## src/w2l_pkg.sv

```systemverilog
// Shared types, constants and tables for the world-to-local pose transform.
package w2l_pkg;

	localparam int FRAC_BITS     = 16;
	localparam int CORDIC_STAGES = 16;
	localparam int ATAN_LEN      = 24;

	// Datapath widths.
	localparam int CW      = 34;                // CORDIC x, y and z
	localparam int NUM_W   = 40;                // signed dividend ahead of the fraction shift
	localparam int QUO_W   = 32;                // quotient bits produced by the divider
	localparam int DIV_LAT = QUO_W + 2;         // prep stage, one stage per bit, clamp stage

	localparam int QUEUE_DEPTH = 4;

	localparam logic [63:0] INV_TWO_PI_Q64 = 64'h28BE60DB9391054A;
	localparam logic [63:0] PHASE_K        = INV_TWO_PI_Q64 >> FRAC_BITS;
	localparam logic [27:0] PHASE_K_LO     = PHASE_K[27:0];
	localparam logic [27:0] PHASE_K_HI     = PHASE_K[55:28];

	localparam logic signed [CW-1:0] CORDIC_INV_GAIN = 34'sh026DD3B6A;

	localparam logic [1:0] MODE_COMPUTED = 2'd0;
	localparam logic [1:0] MODE_KEEP     = 2'd1;
	localparam logic [1:0] MODE_WORLD    = 2'd2;

	// One classified pose as it leaves the front end.
	typedef struct packed {
		logic [1:0]         mode;
		logic signed [31:0] rot;
		logic signed [31:0] cx;
		logic signed [31:0] cy;
		logic signed [31:0] csx;
		logic signed [31:0] csy;
		logic signed [31:0] psx;
		logic signed [31:0] psy;
		logic signed [30:0] prot;
		logic signed [32:0] dx;
		logic signed [32:0] dy;
	} side_t;

	// CORDIC angle table in turns scaled by 2^32.
	function automatic logic signed [CW-1:0] atan_turns(input int unsigned idx);
		logic signed [CW-1:0] v;
		case (idx)
			0:  v = 34'sd536870912;
			1:  v = 34'sd316933406;
			2:  v = 34'sd167458907;
			3:  v = 34'sd85004756;
			4:  v = 34'sd42667331;
			5:  v = 34'sd21354465;
			6:  v = 34'sd10679838;
			7:  v = 34'sd5340245;
			8:  v = 34'sd2670163;
			9:  v = 34'sd1335087;
			10: v = 34'sd667544;
			11: v = 34'sd333772;
			12: v = 34'sd166886;
			13: v = 34'sd83443;
			14: v = 34'sd41722;
			15: v = 34'sd20861;
			16: v = 34'sd10430;
			17: v = 34'sd5215;
			18: v = 34'sd2608;
			19: v = 34'sd1304;
			20: v = 34'sd652;
			21: v = 34'sd326;
			22: v = 34'sd163;
			23: v = 34'sd81;
			default: v = 34'sd0;
		endcase
		return v;
	endfunction

endpackage

```

## src/w2l_queue.sv

```systemverilog
// Short queue of classified poses between the front end and the compute pipeline.
module w2l_queue (
	input  logic            clk,
	input  logic            arst_n,
	input  logic            push,
	input  w2l_pkg::side_t  push_data,
	output logic            full,
	input  logic            pop,
	output logic            pop_valid,
	output w2l_pkg::side_t  pop_data
);

	localparam int DEPTH = w2l_pkg::QUEUE_DEPTH;
	localparam int PTR_W = $clog2(DEPTH);

	w2l_pkg::side_t   mem_q [DEPTH];
	logic [PTR_W-1:0] wr_ptr_q;
	logic [PTR_W-1:0] rd_ptr_q;
	logic [PTR_W:0]   count_q;
	logic             do_push;
	logic             do_pop;

	assign full      = (count_q == (PTR_W+1)'(DEPTH));
	assign pop_valid = (count_q != '0);
	assign pop_data  = mem_q[rd_ptr_q];
	assign do_push   = push && !full;
	assign do_pop    = pop && pop_valid;

	always_ff @(posedge clk) begin
		if (do_push) begin
			mem_q[wr_ptr_q] <= push_data;
		end
	end

	always_ff @(posedge clk or negedge arst_n) begin
		if (!arst_n) begin
			wr_ptr_q <= '0;
			rd_ptr_q <= '0;
			count_q  <= '0;
		end else begin
			if (do_push) begin
				wr_ptr_q <= wr_ptr_q + 1'b1;
			end
			if (do_pop) begin
				rd_ptr_q <= rd_ptr_q + 1'b1;
			end
			if (do_push && !do_pop) begin
				count_q <= count_q + 1'b1;
			end else if (do_pop && !do_push) begin
				count_q <= count_q - 1'b1;
			end
		end
	end

	a_count_bound: assert property (@(posedge clk) disable iff (!arst_n)
		count_q <= (PTR_W+1)'(DEPTH))
		else $error("queue count exceeds its depth");

	a_count_grow: assert property (@(posedge clk) disable iff (!arst_n)
		(do_push && !do_pop) |=> (count_q == $past(count_q) + 1'b1))
		else $error("queue count did not grow on a lone push");

endmodule

```

## config.mk

```make
export PLATFORM = sky130hd
export DESIGN_NAME = w2l_queue
export DESIGN_NICKNAME = d
export VERILOG_FILES = /design/src/w2l_pkg.sv /design/src/w2l_queue.sv
export SDC_FILE = /design/constraint.sdc
export NUM_CORES = 1
export LEC_CHECK = 0
export ABC_AREA = 1
export ABC_CLOCK_PERIOD_IN_PS = 17000
export BUFFER_PORTS_ARGS = -buffer_cell sky130_fd_sc_hd__buf_2
export CAP_MARGIN = 40
export CORE_UTILIZATION = 40
export CTS_CLUSTER_DIAMETER = 60
export CTS_CLUSTER_SIZE = 8
export DETAILED_ROUTE_END_ITERATION = 6
export GPL_TIMING_DRIVEN = 0
export RECOVER_POWER = 100
export SYNTH_ARGS = -nofsm -noshare
export SYNTH_HDL_FRONTEND = slang
export SYNTH_SLANG_ARGS = --single-unit
```

## constraint.sdc

```tcl
create_clock -name clk -period 17 [get_ports clk]
set_input_delay 1.7 -clock clk [delete_from_list [all_inputs] [get_ports clk]]
set_output_delay 1.7 -clock clk [all_outputs]
set_load 0.02 [all_outputs]
```

==> impl_metrics.json <==
{
  "status": "finished with violations",
  "violations": "capacitance limit, slew limit",
  "synth_area_leaders": "edfxtp_1 (76%), o211ai_1 (9.5%), nand2_1 (7.2%)",
  "setup_viol": 0,
  "cts_setup_buffers": 0,
  "ys_ff_latch": 1299,
  "dp.cells": 6193,
  "relSlewSlack": -0.165,
  "dieArea_um2": 129000,
  "syn_area_um2": 51200,
  "die_h_um": 360,
  "dpl.hpwl_mm": 94.1,
  "grt_pass1_wl_mm": 201,
  "seq_area_frac_synth": 0.761,
  "post_cts_resized": 0,
  "maxCapViolCount": 31,
  "final_max_slew_viol_count": 661,
  "yosysUniqueCellTypes": 18,
  "slowest_delay_ps": 1330,
  "crit_top_cell": "clkbuf_1",
  "synth_edf_count": 1292,
  "htree_num_levels": 4,
  "cp_cell_sequence": "clkbuf_1, nand2_1, nor2_1, clkbuf_1, clkbuf_1, clkbuf_1, clkbuf_1, clkbuf_1",
  "nets": 5060,
  "power_density_nw_per_um2": 193,
  "synth_top_area_frac": 0.758,
  "finalHoldViolations": 0,
  "cts-buffers-inserted": 182,
  "max_freq_ghz": 0.113,
  "path_clk_slew_ps": 50,
  "overflow": 0,
  "root_buffer": "clkbuf_16",
  "yosysMostFrequentCell": "edfxtp_1",
  "gp_congestion": 0.791,
  "cts_tree": "built",
  "stdcell_count": 6416,
  "worstHoldPathType": "flip-flop to flip-flop",
  "port_buffers": 651,
  "grt_antenna_before_repair": 38,
  "cp-end-kind": "flip-flop",
  "cp_top_family": "buffers and inverters",
  "clock_sinks": 1299,
  "ir_drop_uv": 157,
  "core_area_um2": 126000,
  "clockBufferDepth": 3,
  "highest-signal-layer": "met5",
  "synthesis.nets": 4161,
  "worstMarginPinSlew_ps": 1740,
  "met2_wirelength_mm": 68.6,
  "die_w_um": 360,
  "yosysWarnings": 0,
  "routed-via-count": 32142,
  "synthTopCellsByCount": "edfxtp_1 (1292), nand2_1 (987), inv_1 (660)",
  "cp_max_fo": 24,
  "synth_ff_type": "edfxtp_1",
  "postCtsHoldBufs": 0,
  "grt_usage": 0.210,
  "ios": 652,
  "detail_route.first_pass.iterations": 5,
  "cp.arrival_ps": 9250,
  "cp.required_ps": 17370,
  "postSynthAreaPerCell_um2": 13.4,
  "drc": 0,
  "grt_pass1_vias": 31257,
  "viasPerCell": 5.01,
  "area_delta_synth_final_pct": 18.8,
  "drtAntennaViolNets": 0,
  "async_flop_share": 0.00539,
  "slowest_stage": "nor2_1",
  "path_class": "input port to flip-flop",
  "wl_per_cell_um": 21.5,
  "clk_latency_ps": 810,
  "grt_max_degree": 26,
  "syn_inst": 3828,
  "wl_met3_mm": 9.71,
  "path_buf_inv": 6,
  "drive_gt1_frac": 0.0667,
  "clock_skew_ps": 30.3,
  "wl_met1_mm": 56.1,
  "finalSetupTns_ps": 0,
  "rows": 130,
  "post-route-period-util": 0.522,
  "synth.largest_area_cell": "edfxtp_1",
  "timing.final.crit_period_ps": 8880,
  "drt_iter0_markers": 2215,
  "rsz0062_at_grt": "no",
  "p_leak_nw": 22.9,
  "initial_core_util": 0.406,
  "worst_setup_path_start_kind": "input port",
  "wl_mm": 138
}
==> worst min-delay path: stages, from the launching register on <==
cell	delay, ps
dfrtp_1	360
nand2_1	70
nand2_1	50
==> routing by layer <==
metal | up-vias | track usage
li1 | 15174 | -
met1 | 15749 | 0.263
met2 | 945 | 0.349
met3 | 238 | 0.0593
met4 | 36 | 0.0732
met5 | - | 0
==> layout by cell type, fill, tap and decap left out, types with 3 or more instances in the layout <==
| cell | Yosys | layout |
|---|---|---|
| edfxtp_1 | 1292 | 1292 |
| nand2_1 | 987 | 987 |
| clkbuf_1 | 85 | 810 |
| inv_1 | 660 | 661 |
| o211ai_1 | 646 | 646 |
| clkbuf_16 | 0 | 183 |
| buf_2 | 94 | 97 |
| diode_2 | 0 | 14 |
| buf_4 | 16 | 13 |
| buf_1 | 12 | 12 |
| buf_6 | 7 | 7 |
| nand3_1 | 7 | 7 |
| dfrtp_1 | 7 | 7 |
| ha_1 | 5 | 5 |
| nor2_1 | 4 | 4 |
| inv_6 | 0 | 4 |
| inv_16 | 0 | 4 |
| clkinv_16 | 0 | 3 |
==> area by class of cell <==
type                    instances  area [µm²]
inverters                     662        2480
plain buffers                 214         993
well taps                    1650        2060
diodes                         14        35.0
fillers                     11364       65400
clock inverters                16         250
flip-flops and latches       1299       39000
clock buffers                 193        4620
multi-input cells            1653        8710
repair buffers                715        2720
==> power breakdown <==
part           switching (W)  internal (W)
clock                0.00126       0.00190
combinational        0.00327      0.000971
sequential          0.000115       0.00423
total                0.00465       0.00710
==> kinds of logic (layout without fill, tap and decap cells) <==
kind of cell | Yosys count | count (layout) | synth area share
AOI/OAI and AO/OA | 647 | 647 | 0.0948
buffers and inverters | 876 | 1800 | 0.0687
adders and majority gates | 6 | 6 | 0.00161
and+or+nand+nor | 999 | 999 | 0.0735
xor gates and xnor gates | 1 | 1 | 0.000171
DFF | 1299 | 1299 | 0.761
other | 0 | 14 | 0
==> registers in the layout (all words and copies together), names as in the netlist <==
signal    cells
count_q       3
rd_ptr_q      2
wr_ptr_q      2
mem_q      1292
==> worst paths after layout <==
path | startpoint | end | slack (ps) | cells after the start
worst min-delay path | count_q[2] | count_q[2] | 510 | 2
max in group asynchronous | arst_n | count_q[0] | 15900 | 1
worst max-delay path | push | mem_q[1][194] | 8120 | 8
min in group asynchronous | arst_n | rd_ptr_q[0] | 810 | 1
worst min register to register | count_q[2] | count_q[2] | 510 | 2
worst max register to register | count_q[1] | mem_q[1][194] | 8530 | 9
==> stage by stage <==
| stage | worst slack [ps] | power [W] | area (µm²) | util | hold slack (ps) |
|---|---|---|---|---|---|
| global placement | -11400 | 0.00946 | 56500 | 0.448 | 483 |
| CTS | 12060 | 0.0122 | 62800 | 0.498 | 508 |
| detailed placement | 12710 | 0.00903 | 58000 | 0.459 | 495 |
| floorplan | 774 | 0.00732 | 51200 | - | 463 |
| finish | 8120 | 0.0118 | 60800 | 0.482 | 513 |
| global route | 7620 | 0.0123 | 60800 | 0.482 | 534 |
Note: power is estimated with default switching activity, not from simulation.
