--- config.mk ---
export PLATFORM = sky130hd
export DESIGN_NAME = w2l_front
export DESIGN_NICKNAME = d
export VERILOG_FILES = /design/src/w2l_pkg.sv /design/src/w2l_front.sv
export SDC_FILE = /design/constraint.sdc
export NUM_CORES = 1
export LEC_CHECK = 0
export BUFFER_PORTS_ARGS = -buffer_cell sky130_fd_sc_hd__buf_2
export CORE_AREA = 2 2 262 264
export DETAILED_ROUTE_END_ITERATION = 12
export DIE_AREA = 0 0 264 266
export HOLD_SLACK_MARGIN = 0.03
export PLACE_DENSITY = 0.36
export SYNTH_ARGS = -nofsm -noshare
export SYNTH_HDL_FRONTEND = slang
export SYNTH_SLANG_ARGS = --single-unit
--- constraint.sdc ---
create_clock -name clk -period 4.2 [get_ports clk]
set_input_delay 0.42 -clock clk [delete_from_list [all_inputs] [get_ports clk]]
set_output_delay 0.42 -clock clk [all_outputs]
set_load 0.1 [all_outputs]
--- src/w2l_pkg.sv ---
// Shared types, constants and tables for the world-to-local pose transform.
package w2l_pkg;

	localparam int FRAC_BITS     = 16;
	localparam int CORDIC_STAGES = 16;
	localparam int ATAN_LEN      = 24;

	// Datapath widths.
	localparam int CW      = 34;                // CORDIC x, y and z
	localparam int NUM_W   = 40;                // signed dividend ahead of the fraction shift
	localparam int QUO_W   = 32;                // quotient bits produced by the divider
	localparam int DIV_LAT = QUO_W + 2;         // prep stage, one stage per bit, clamp stage

	localparam int QUEUE_DEPTH = 4;

	localparam logic [63:0] INV_TWO_PI_Q64 = 64'h28BE60DB9391054A;
	localparam logic [63:0] PHASE_K        = INV_TWO_PI_Q64 >> FRAC_BITS;
	localparam logic [27:0] PHASE_K_LO     = PHASE_K[27:0];
	localparam logic [27:0] PHASE_K_HI     = PHASE_K[55:28];

	localparam logic signed [CW-1:0] CORDIC_INV_GAIN = 34'sh026DD3B6A;

	localparam logic [1:0] MODE_COMPUTED = 2'd0;
	localparam logic [1:0] MODE_KEEP     = 2'd1;
	localparam logic [1:0] MODE_WORLD    = 2'd2;

	// One classified pose as it leaves the front end.
	typedef struct packed {
		logic [1:0]         mode;
		logic signed [31:0] rot;
		logic signed [31:0] cx;
		logic signed [31:0] cy;
		logic signed [31:0] csx;
		logic signed [31:0] csy;
		logic signed [31:0] psx;
		logic signed [31:0] psy;
		logic signed [30:0] prot;
		logic signed [32:0] dx;
		logic signed [32:0] dy;
	} side_t;

	// CORDIC angle table in turns scaled by 2^32.
	function automatic logic signed [CW-1:0] atan_turns(input int unsigned idx);
		logic signed [CW-1:0] v;
		case (idx)
			0:  v = 34'sd536870912;
			1:  v = 34'sd316933406;
			2:  v = 34'sd167458907;
			3:  v = 34'sd85004756;
			4:  v = 34'sd42667331;
			5:  v = 34'sd21354465;
			6:  v = 34'sd10679838;
			7:  v = 34'sd5340245;
			8:  v = 34'sd2670163;
			9:  v = 34'sd1335087;
			10: v = 34'sd667544;
			11: v = 34'sd333772;
			12: v = 34'sd166886;
			13: v = 34'sd83443;
			14: v = 34'sd41722;
			15: v = 34'sd20861;
			16: v = 34'sd10430;
			17: v = 34'sd5215;
			18: v = 34'sd2608;
			19: v = 34'sd1304;
			20: v = 34'sd652;
			21: v = 34'sd326;
			22: v = 34'sd163;
			23: v = 34'sd81;
			default: v = 34'sd0;
		endcase
		return v;
	endfunction

endpackage

--- src/w2l_front.sv ---
// Front end: input transfers, the epsilon register and classification of each pose.
module w2l_front (
	input  logic            clk,
	input  logic            arst_n,
	input  logic            cfg_wen,
	input  logic [16:0]     cfg_wdata,
	input  logic            s_tvalid,
	output logic            s_tready,
	input  logic [319:0]    s_tdata,
	input  logic [1:0]      s_tuser,
	input  logic            q_full,
	output logic            q_push,
	output w2l_pkg::side_t  q_data
);

	logic [16:0]        eps_q;
	logic signed [31:0] cx, cy, csx, csy, px, py, psx, psy;
	logic signed [30:0] cr, pr;
	logic               cvalid, pvalid;
	logic [32:0]        mag_x, mag_y;
	logic               scale_tiny;
	logic [1:0]         mode;

	always_ff @(posedge clk or negedge arst_n) begin
		if (!arst_n) begin
			eps_q <= 17'd1;
		end else if (cfg_wen) begin
			eps_q <= cfg_wdata;
		end
	end

	assign cx     = s_tdata[31:0];
	assign cy     = s_tdata[63:32];
	assign cr     = s_tdata[94:64];
	assign csx    = s_tdata[126:95];
	assign csy    = s_tdata[158:127];
	assign px     = s_tdata[190:159];
	assign py     = s_tdata[222:191];
	assign pr     = s_tdata[253:223];
	assign psx    = s_tdata[285:254];
	assign psy    = s_tdata[317:286];
	assign cvalid = s_tuser[0];
	assign pvalid = s_tuser[1];

	assign mag_x = psx[31] ? (33'd0 - {psx[31], psx}) : {1'b0, psx};
	assign mag_y = psy[31] ? (33'd0 - {psy[31], psy}) : {1'b0, psy};

	// A zero scale is rejected even when epsilon is zero, so no computed result divides by it.
	assign scale_tiny = (psx == 32'sd0) || (psy == 32'sd0) ||
		(mag_x < {16'd0, eps_q}) || (mag_y < {16'd0, eps_q});

	always_comb begin
		if (!cvalid) begin
			mode = w2l_pkg::MODE_KEEP;
		end else if (!pvalid) begin
			mode = w2l_pkg::MODE_WORLD;
		end else if (scale_tiny) begin
			mode = w2l_pkg::MODE_KEEP;
		end else begin
			mode = w2l_pkg::MODE_COMPUTED;
		end
	end

	always_comb begin
		q_data.mode = mode;
		if (mode == w2l_pkg::MODE_WORLD) begin
			q_data.rot = {cr[30], cr};
		end else begin
			q_data.rot = {cr[30], cr} - {pr[30], pr};
		end
		q_data.cx   = cx;
		q_data.cy   = cy;
		q_data.csx  = csx;
		q_data.csy  = csy;
		q_data.psx  = psx;
		q_data.psy  = psy;
		q_data.prot = pr;
		q_data.dx   = {cx[31], cx} - {px[31], px};
		q_data.dy   = {cy[31], cy} - {py[31], py};
	end

	assign s_tready = !q_full;
	assign q_push   = s_tvalid && !q_full;

endmodule

==> results of run 1 <==
final cells by class:
class	instances	area [sq um]
repair buffers	586	3497
flip-flops and latches	17	426.7
well taps	882	1104
diodes	2	5.005
inverters	149	559.3
multi-input cells	976	7101
fillers	7845	54970
clock buffers	4	78.83
cell usage after synthesis (all sizes together), types with 8 or more instances:
cell,count
buf,227
inv,149
ha,129
a21oi,116
nand2,98
o21ai,86
xnor2,80
nor2,73
nor3,38
a21o,30
nand3,27
xor2,26
o21a,24
nand2b,21
and3,18
clkbuf,18
nor2b,18
o31ai,17
dfrtp,16
a211oi,12
a31oi,12
or3,11
o211ai,10
nor4,9
o41ai,8
or4,8
per-layer routing:
metal,up-vias,track usage
li1,5327,-
met1,4894,0.1396
met2,382,0.2035
met3,50,0.01996
met4,6,0.02365
met5,-,0
cell families after synthesis:
group / after synthesis
DFF: 17
adders and majority gates: 132
buffers and inverters: 394
muxes: 4
xor gates and xnor gates: 106
AOI/OAI and AO/OA: 380
and+or+nand+nor: 354
power breakdown:
part | total, W | leakage (nW) | switching, W | internal [W]
Clock | 0.000191 | 0.0382 | 0.0000625 | 0.000129
Combinational | 0.00396 | 6.19 | 0.00299 | 0.000970
Sequential | 0.000183 | 0.205 | 0.00000409 | 0.000179
Total | 0.00434 | 6.43 | 0.00306 | 0.00128
how the worst max path moves through the flow:
stage	start	to	slack, ns	cells after the start
detailed placement	s_tdata[260]	q_data[321]	-0.08	17
global placement	s_tdata[260]	q_data[321]	-0.06	17
global route	s_tdata[261]	q_data[321]	-0.08	17
finish	s_tdata[287]	q_data[321]	0.06	13
CTS	s_tdata[287]	q_data[321]	-0.04	13
floorplan	s_tdata[164]	q_data[65]	-0.08	11
per-stage QoR:
| step | area, sq um | cells | setup TNS, ns |
|---|---|---|---|
| global placement | 12540 | 2610 | -0.08771 |
| floorplan | 9707 | 1387 | -0.08185 |
| finish | 12770 | 2616 | 0 |
| detailed placement | 12540 | 2610 | -0.08335 |
| CTS | 12630 | 2614 | -0.03852 |
| global route | 12770 | 2614 | -0.08373 |
what timing repair did:
action,in CTS,in global routing
endpoints found under the setup margin,2,5
resized for setup,3,31
hold buffers,0,0
pin swaps,0,11
==> results.json, run 1 <==
{
  "route.detailed.drc": 0,
  "synth_area_per_cell_sq_um": 6.930,
  "place_ws_ns": -0.08005,
  "htree_levels": 1,
  "first_pass_iters": 5,
  "grt_max_degree": 39,
  "powerDensity_mw_per_mm2": 339.8,
  "synth-xor-area-share": 0.09659,
  "place_congestion": 0.8643,
  "vias": 10659,
  "cp.arrival_ns": 3.72,
  "async_flop_share": 1.000,
  "largest_register": "eps_q",
  "dp_hpwl_mm": 38.35,
  "die_area_sq_mm": 0.07022,
  "post_cts_buffers": 0,
  "path_buf_inv": 4,
  "cp_slowest_stage_delay_ns": 0.53,
  "antenna_found_initial": 4,
  "maxUsedRoutingLayer": "met5",
  "hold_path.class": "in2async",
  "wl_met1_mm": 18.29,
  "ctsRootBufferMaster": "clkbuf_16",
  "finalCritPeriodShare": 0.9866,
  "grt_pass1_wl_mm": 61.87,
  "min_period_ns": 4.144,
  "dr_wl_met2_mm": 20.79,
  "status": "finished clean",
  "synth_ff_type": "dfrtp_1",
  "viasPerCell": 4.075,
  "synth_edf_count": 0,
  "yosysSeqAreaShare": 0.04439,
  "synth_cell_types": 80,
  "layout-drive-gt1-share": 0.3736,
  "synth_area_sq_mm": 0.009612,
  "wl_met3_mm": 2.453,
  "skew_ns": 0,
  "synth_top_family_by_area": "compound AO/OA/AOI/OAI gates",
  "start_util": 0.1419,
  "grt_overflow": 0,
  "synth_mux_area_frac": 0.004556,
  "p_leak_nw": 6.430,
  "regToRegEndpoint": "eps_q[7]",
  "vdd_drop_max_mv": 0.2885,
  "fmax_mhz": 241.3,
  "largest_reg_flops": 17,
  "wl_per_cell_um": 16.23,
  "fp-row-count": 96,
  "syn_inst": 1387,
  "yosys.area.top_type": "buf_4",
  "reg2reg_slack_ns": 3.37,
  "syn_to_final_growth_pct": 32.87,
  "worst_r2r_startpoint": "eps_q[7]",
  "relSlewSlack": 0.6021,
  "clk_latency_ns": 0.25,
  "start_kind": "input port",
  "synthAdderAreaFrac": 0.1742,
  "cts-buffers-inserted": 3,
  "cts_num_sinks": 17,
  "cts_buffer_depth": 2,
  "timing.final.max_slew_violations": 0,
  "cpMostUsedCell": "or4b_4",
  "cts_tree": "yes",
  "totalPowerFinal_w": 0.004340,
  "finalSetupViolations": 0,
  "tightest_slew_ns": 0.5914,
  "top_regs": "eps_q: 17 flops",
  "cpMaxStageDelayCell": "or4b_4",
  "max_cap_violations": 0,
  "worst_slack_ns": 0.05624,
  "die_h_um": 266,
  "synth_compound_area_frac": 0.2529,
  "numPortBuffers": 538,
  "drt_iter0_drc": 429,
  "track_usage": 0.1129,
  "setup.worst_path.end_class": "output pin",
  "routed_wl_mm": 42.47,
  "dieWidth_um": 264,
  "io_pins": 669,
  "path_clk_slew_ns": 0.05,
  "final_cell_mix": "buf_2 (507), inv_1 (149), ha_1 (129), a21oi_1 (115), nand2_1 (98)",
  "path_cells": "buf_2 > inv_1 > ha_1 > or4b_4 > or4b_4 > buf_4 > or2_4 > or3_4 > o21a_1 > o32ai_2 > nand4_1 > o31ai_4 > buf_12",
  "finalHoldViolations": 0,
  "crit_fanout": 6,
  "fin_util": 0.1885,
  "crit_family": "simple AND/OR/NAND/NOR gates",
  "yosys_warnings": 0,
  "synth-simple-area-share": 0.1854,
  "reg2reg_depth": 2,
  "required_ns": 3.78,
  "ys_seq_elements": 17,
  "grt_setup_unrepaired": "yes",
  "synth_top_area_share": 0.1742,
  "mappedNetlistNets": 1863,
  "whs_ns": 0.09484,
  "design.core.area_sq_mm": 0.06775,
  "nNetsFinal": 2209,
  "synth_top_cells_by_area": "buf_4 (17%), ha_1 (17%), xnor2_1 (7.3%)",
  "path_class": "in2out",
  "final_common_cell": "buf_2",
  "grt_pass1_vias": 10405,
  "ant_nets": 0
}
Note: power is estimated with default switching activity, not from simulation.
==> inputs of run 2 (changes only) <==
==> constraint.sdc (replaced) <==
create_clock -name clk -period 4.5 [get_ports clk]
set_input_delay 0.45 -clock clk [delete_from_list [all_inputs] [get_ports clk]]
set_output_delay 0.45 -clock clk [all_outputs]
set_load 0.1 [all_outputs]
==> run 2 against run 1 <==
  * Utilization fell by 1.1 points
  * Via count decreased by 0.71%
  * Final area decreased by 5.6%
  * Setup slack better by 0.13 ns
  * Clock-buffer cell count stayed put
  * Clock power shrank 6%
  * Critical path type unchanged
  * Largest power group unchanged
==> results.json, run 2 (same netlist as run 1, synthesis figures left out) <==
{
  "cts_num_sinks": 17,
  "fin_util": 0.1779,
  "crit_fanout": 8,
  "finalHoldViolations": 0,
  "final_common_cell": "buf_2",
  "finalSetupViolations": 0,
  "path_class": "in2out",
  "grt_setup_unrepaired": "no",
  "vdd_drop_max_mv": 0.1854,
  "die_area_sq_mm": 0.07022,
  "grt_pass1_wl_mm": 60.84,
  "nNetsFinal": 2175,
  "path_buf_inv": 3,
  "whs_ns": 0.1290,
  "io_pins": 669,
  "cts_tree": "yes",
  "worst_r2r_startpoint": "eps_q[11]",
  "cpMaxStageDelayCell": "or4b_4",
  "start_util": 0.1419,
  "wl_met3_mm": 2.375,
  "track_usage": 0.1104,
  "place_congestion": 0.8433,
  "hold_path.class": "in2async",
  "grt_overflow": 0,
  "dp_hpwl_mm": 37.63,
  "regToRegEndpoint": "eps_q[11]",
  "swShare": 0.7290,
  "htree_levels": 1,
  "min_period_ns": 4.311,
  "ant_nets": 0,
  "dr_wl_met2_mm": 20.66,
  "path_clk_slew_ns": 0.05,
  "grt_pass1_vias": 10354,
  "max_cap_violations": 0,
  "dpl-instance-area_sq_mm": 0.01194,
  "clkPwrFrac": 0.047,
  "pwr-share-comb": 0.909,
  "first_pass_iters": 5,
  "fmax_mhz": 232.0,
  "clk_latency_ns": 0.25,
  "status": "finished clean",
  "viasPerCell": 4.096,
  "antenna_found_initial": 6,
  "crit_family": "simple AND/OR/NAND/NOR gates",
  "dieWidth_um": 264,
  "setup_tns_ns": 0,
  "final_cell_mix": "buf_2 (527), inv_1 (149), ha_1 (129), a21oi_1 (116), nand2_1 (98)",
  "finalCritPeriodShare": 0.9579,
  "die_h_um": 266,
  "p_int_w": 0.001044,
  "cp.arrival_ns": 3.86,
  "cts_buffer_depth": 2,
  "sequentialPowerShare": 0.044,
  "path_cells": "buf_2 > inv_1 > ha_1 > or4b_4 > or4b_4 > or2_1 > or3_4 > o21a_1 > o32ai_2 > nand4_1 > o31ai_4 > buf_12",
  "largest_reg_flops": 17,
  "drt_iter0_drc": 508,
  "post_cts_buffers": 0,
  "numPortBuffers": 538,
  "tightest_slew_ns": 0.7199,
  "timing.final.max_slew_violations": 0,
  "p_leak_nw": 6.108,
  "top_regs": "eps_q: 17 flops",
  "layout-drive-gt1-share": 0.3439,
  "totalPowerFinal_w": 0.003851,
  "reg2reg_slack_ns": 3.63,
  "start_kind": "input port",
  "maxUsedRoutingLayer": "met5",
  "design.core.area_sq_mm": 0.06775,
  "cts-buffers-inserted": 3,
  "wl_per_cell_um": 16.10,
  "powerDensity_mw_per_mm2": 319.6,
  "wl_met1_mm": 18.03,
  "grt_max_degree": 39,
  "relSlewSlack": 0.5168,
  "postLayoutCellArea_sq_mm": 0.01205,
  "fp-row-count": 96,
  "ctsRootBufferMaster": "clkbuf_16",
  "setup.worst_path.end_class": "output pin",
  "vias": 10583,
  "routed_wl_mm": 41.60,
  "skew_ns": 0,
  "cpMostUsedCell": "or4b_4",
  "cp_slowest_stage_delay_ns": 0.57,
  "required_ns": 4.05,
  "syn_to_final_growth_pct": 25.38,
  "route.detailed.drc": 0,
  "power.switching_w": 0.002808,
  "largest_register": "eps_q",
  "reg2reg_depth": 2
}
## run 2: cell types whose count changed in the layout (fill, tap and decap cells not counted), moves of 5 or more
cell,delta
buf_2,+20
buf_12,-18
xnor2_1,+5
o21ai_1,-8
buf_4,-35
xnor2_2,-5
o21ai_0,+8
## run 2: metal layers
layer | up-vias | track usage
met2 | 377 | 0.2043
li1 | 5261 | -
met1 | 4897 | 0.1374
met3 | 44 | 0.01580
met4 | 4 | 0.01582
met5 | - | 0
## run 2: what timing repair did
item                       in CTS  in global routing
setup endpoints to repair       0                  1
hold buffers                    0                  0
resized for setup               0                  4
## run 2: how the worst max path moves through the flow
stage,start,end,cells past startpoint
after CTS,s_tdata[260],q_data[321],17
after detailed placement,s_tdata[260],q_data[321],17
after floorplan,s_tdata[64],q_data[301],11
final,s_tdata[287],q_data[321],12
after global routing,s_tdata[197],q_data[29],14
after global placement,s_tdata[260],q_data[321],17
## run 2: layout make-up
class / count / area, sq um
fill: 7885 / 55690
multi-input combinational: 976 / 6910
timing repair buffer: 552 / 2963
tap: 882 / 1104
inverter: 149 / 559.3
sequential: 17 / 426.7
clock buffer: 4 / 78.83
antenna: 4 / 10.01
## run 2: power groups by stage
| stage | logic (W) | registers (W) | clock network [W] |
|---|---|---|---|
| floorplan | 0.00308 | 0.000173 | 0 |
| global placement | 0.00351 | 0.000174 | 0 |
| detailed placement | 0.00352 | 0.000174 | 0 |
| CTS | 0.00353 | 0.000171 | 0.000181 |
| global route | 0.00369 | 0.000173 | 0.000186 |
| finish | 0.00350 | 0.000171 | 0.000180 |
## run 2: metrics by stage
step | setup slack, ns | std cells
2_1_floorplan | 0.02551 | 1387
3_3_place_gp | 0.1466 | 2576
3_5_place_dp | 0.1435 | 2576
4_1_cts | 0.1345 | 2580
5_1_grt | 0.02562 | 2581
6_report | 0.1894 | 2584
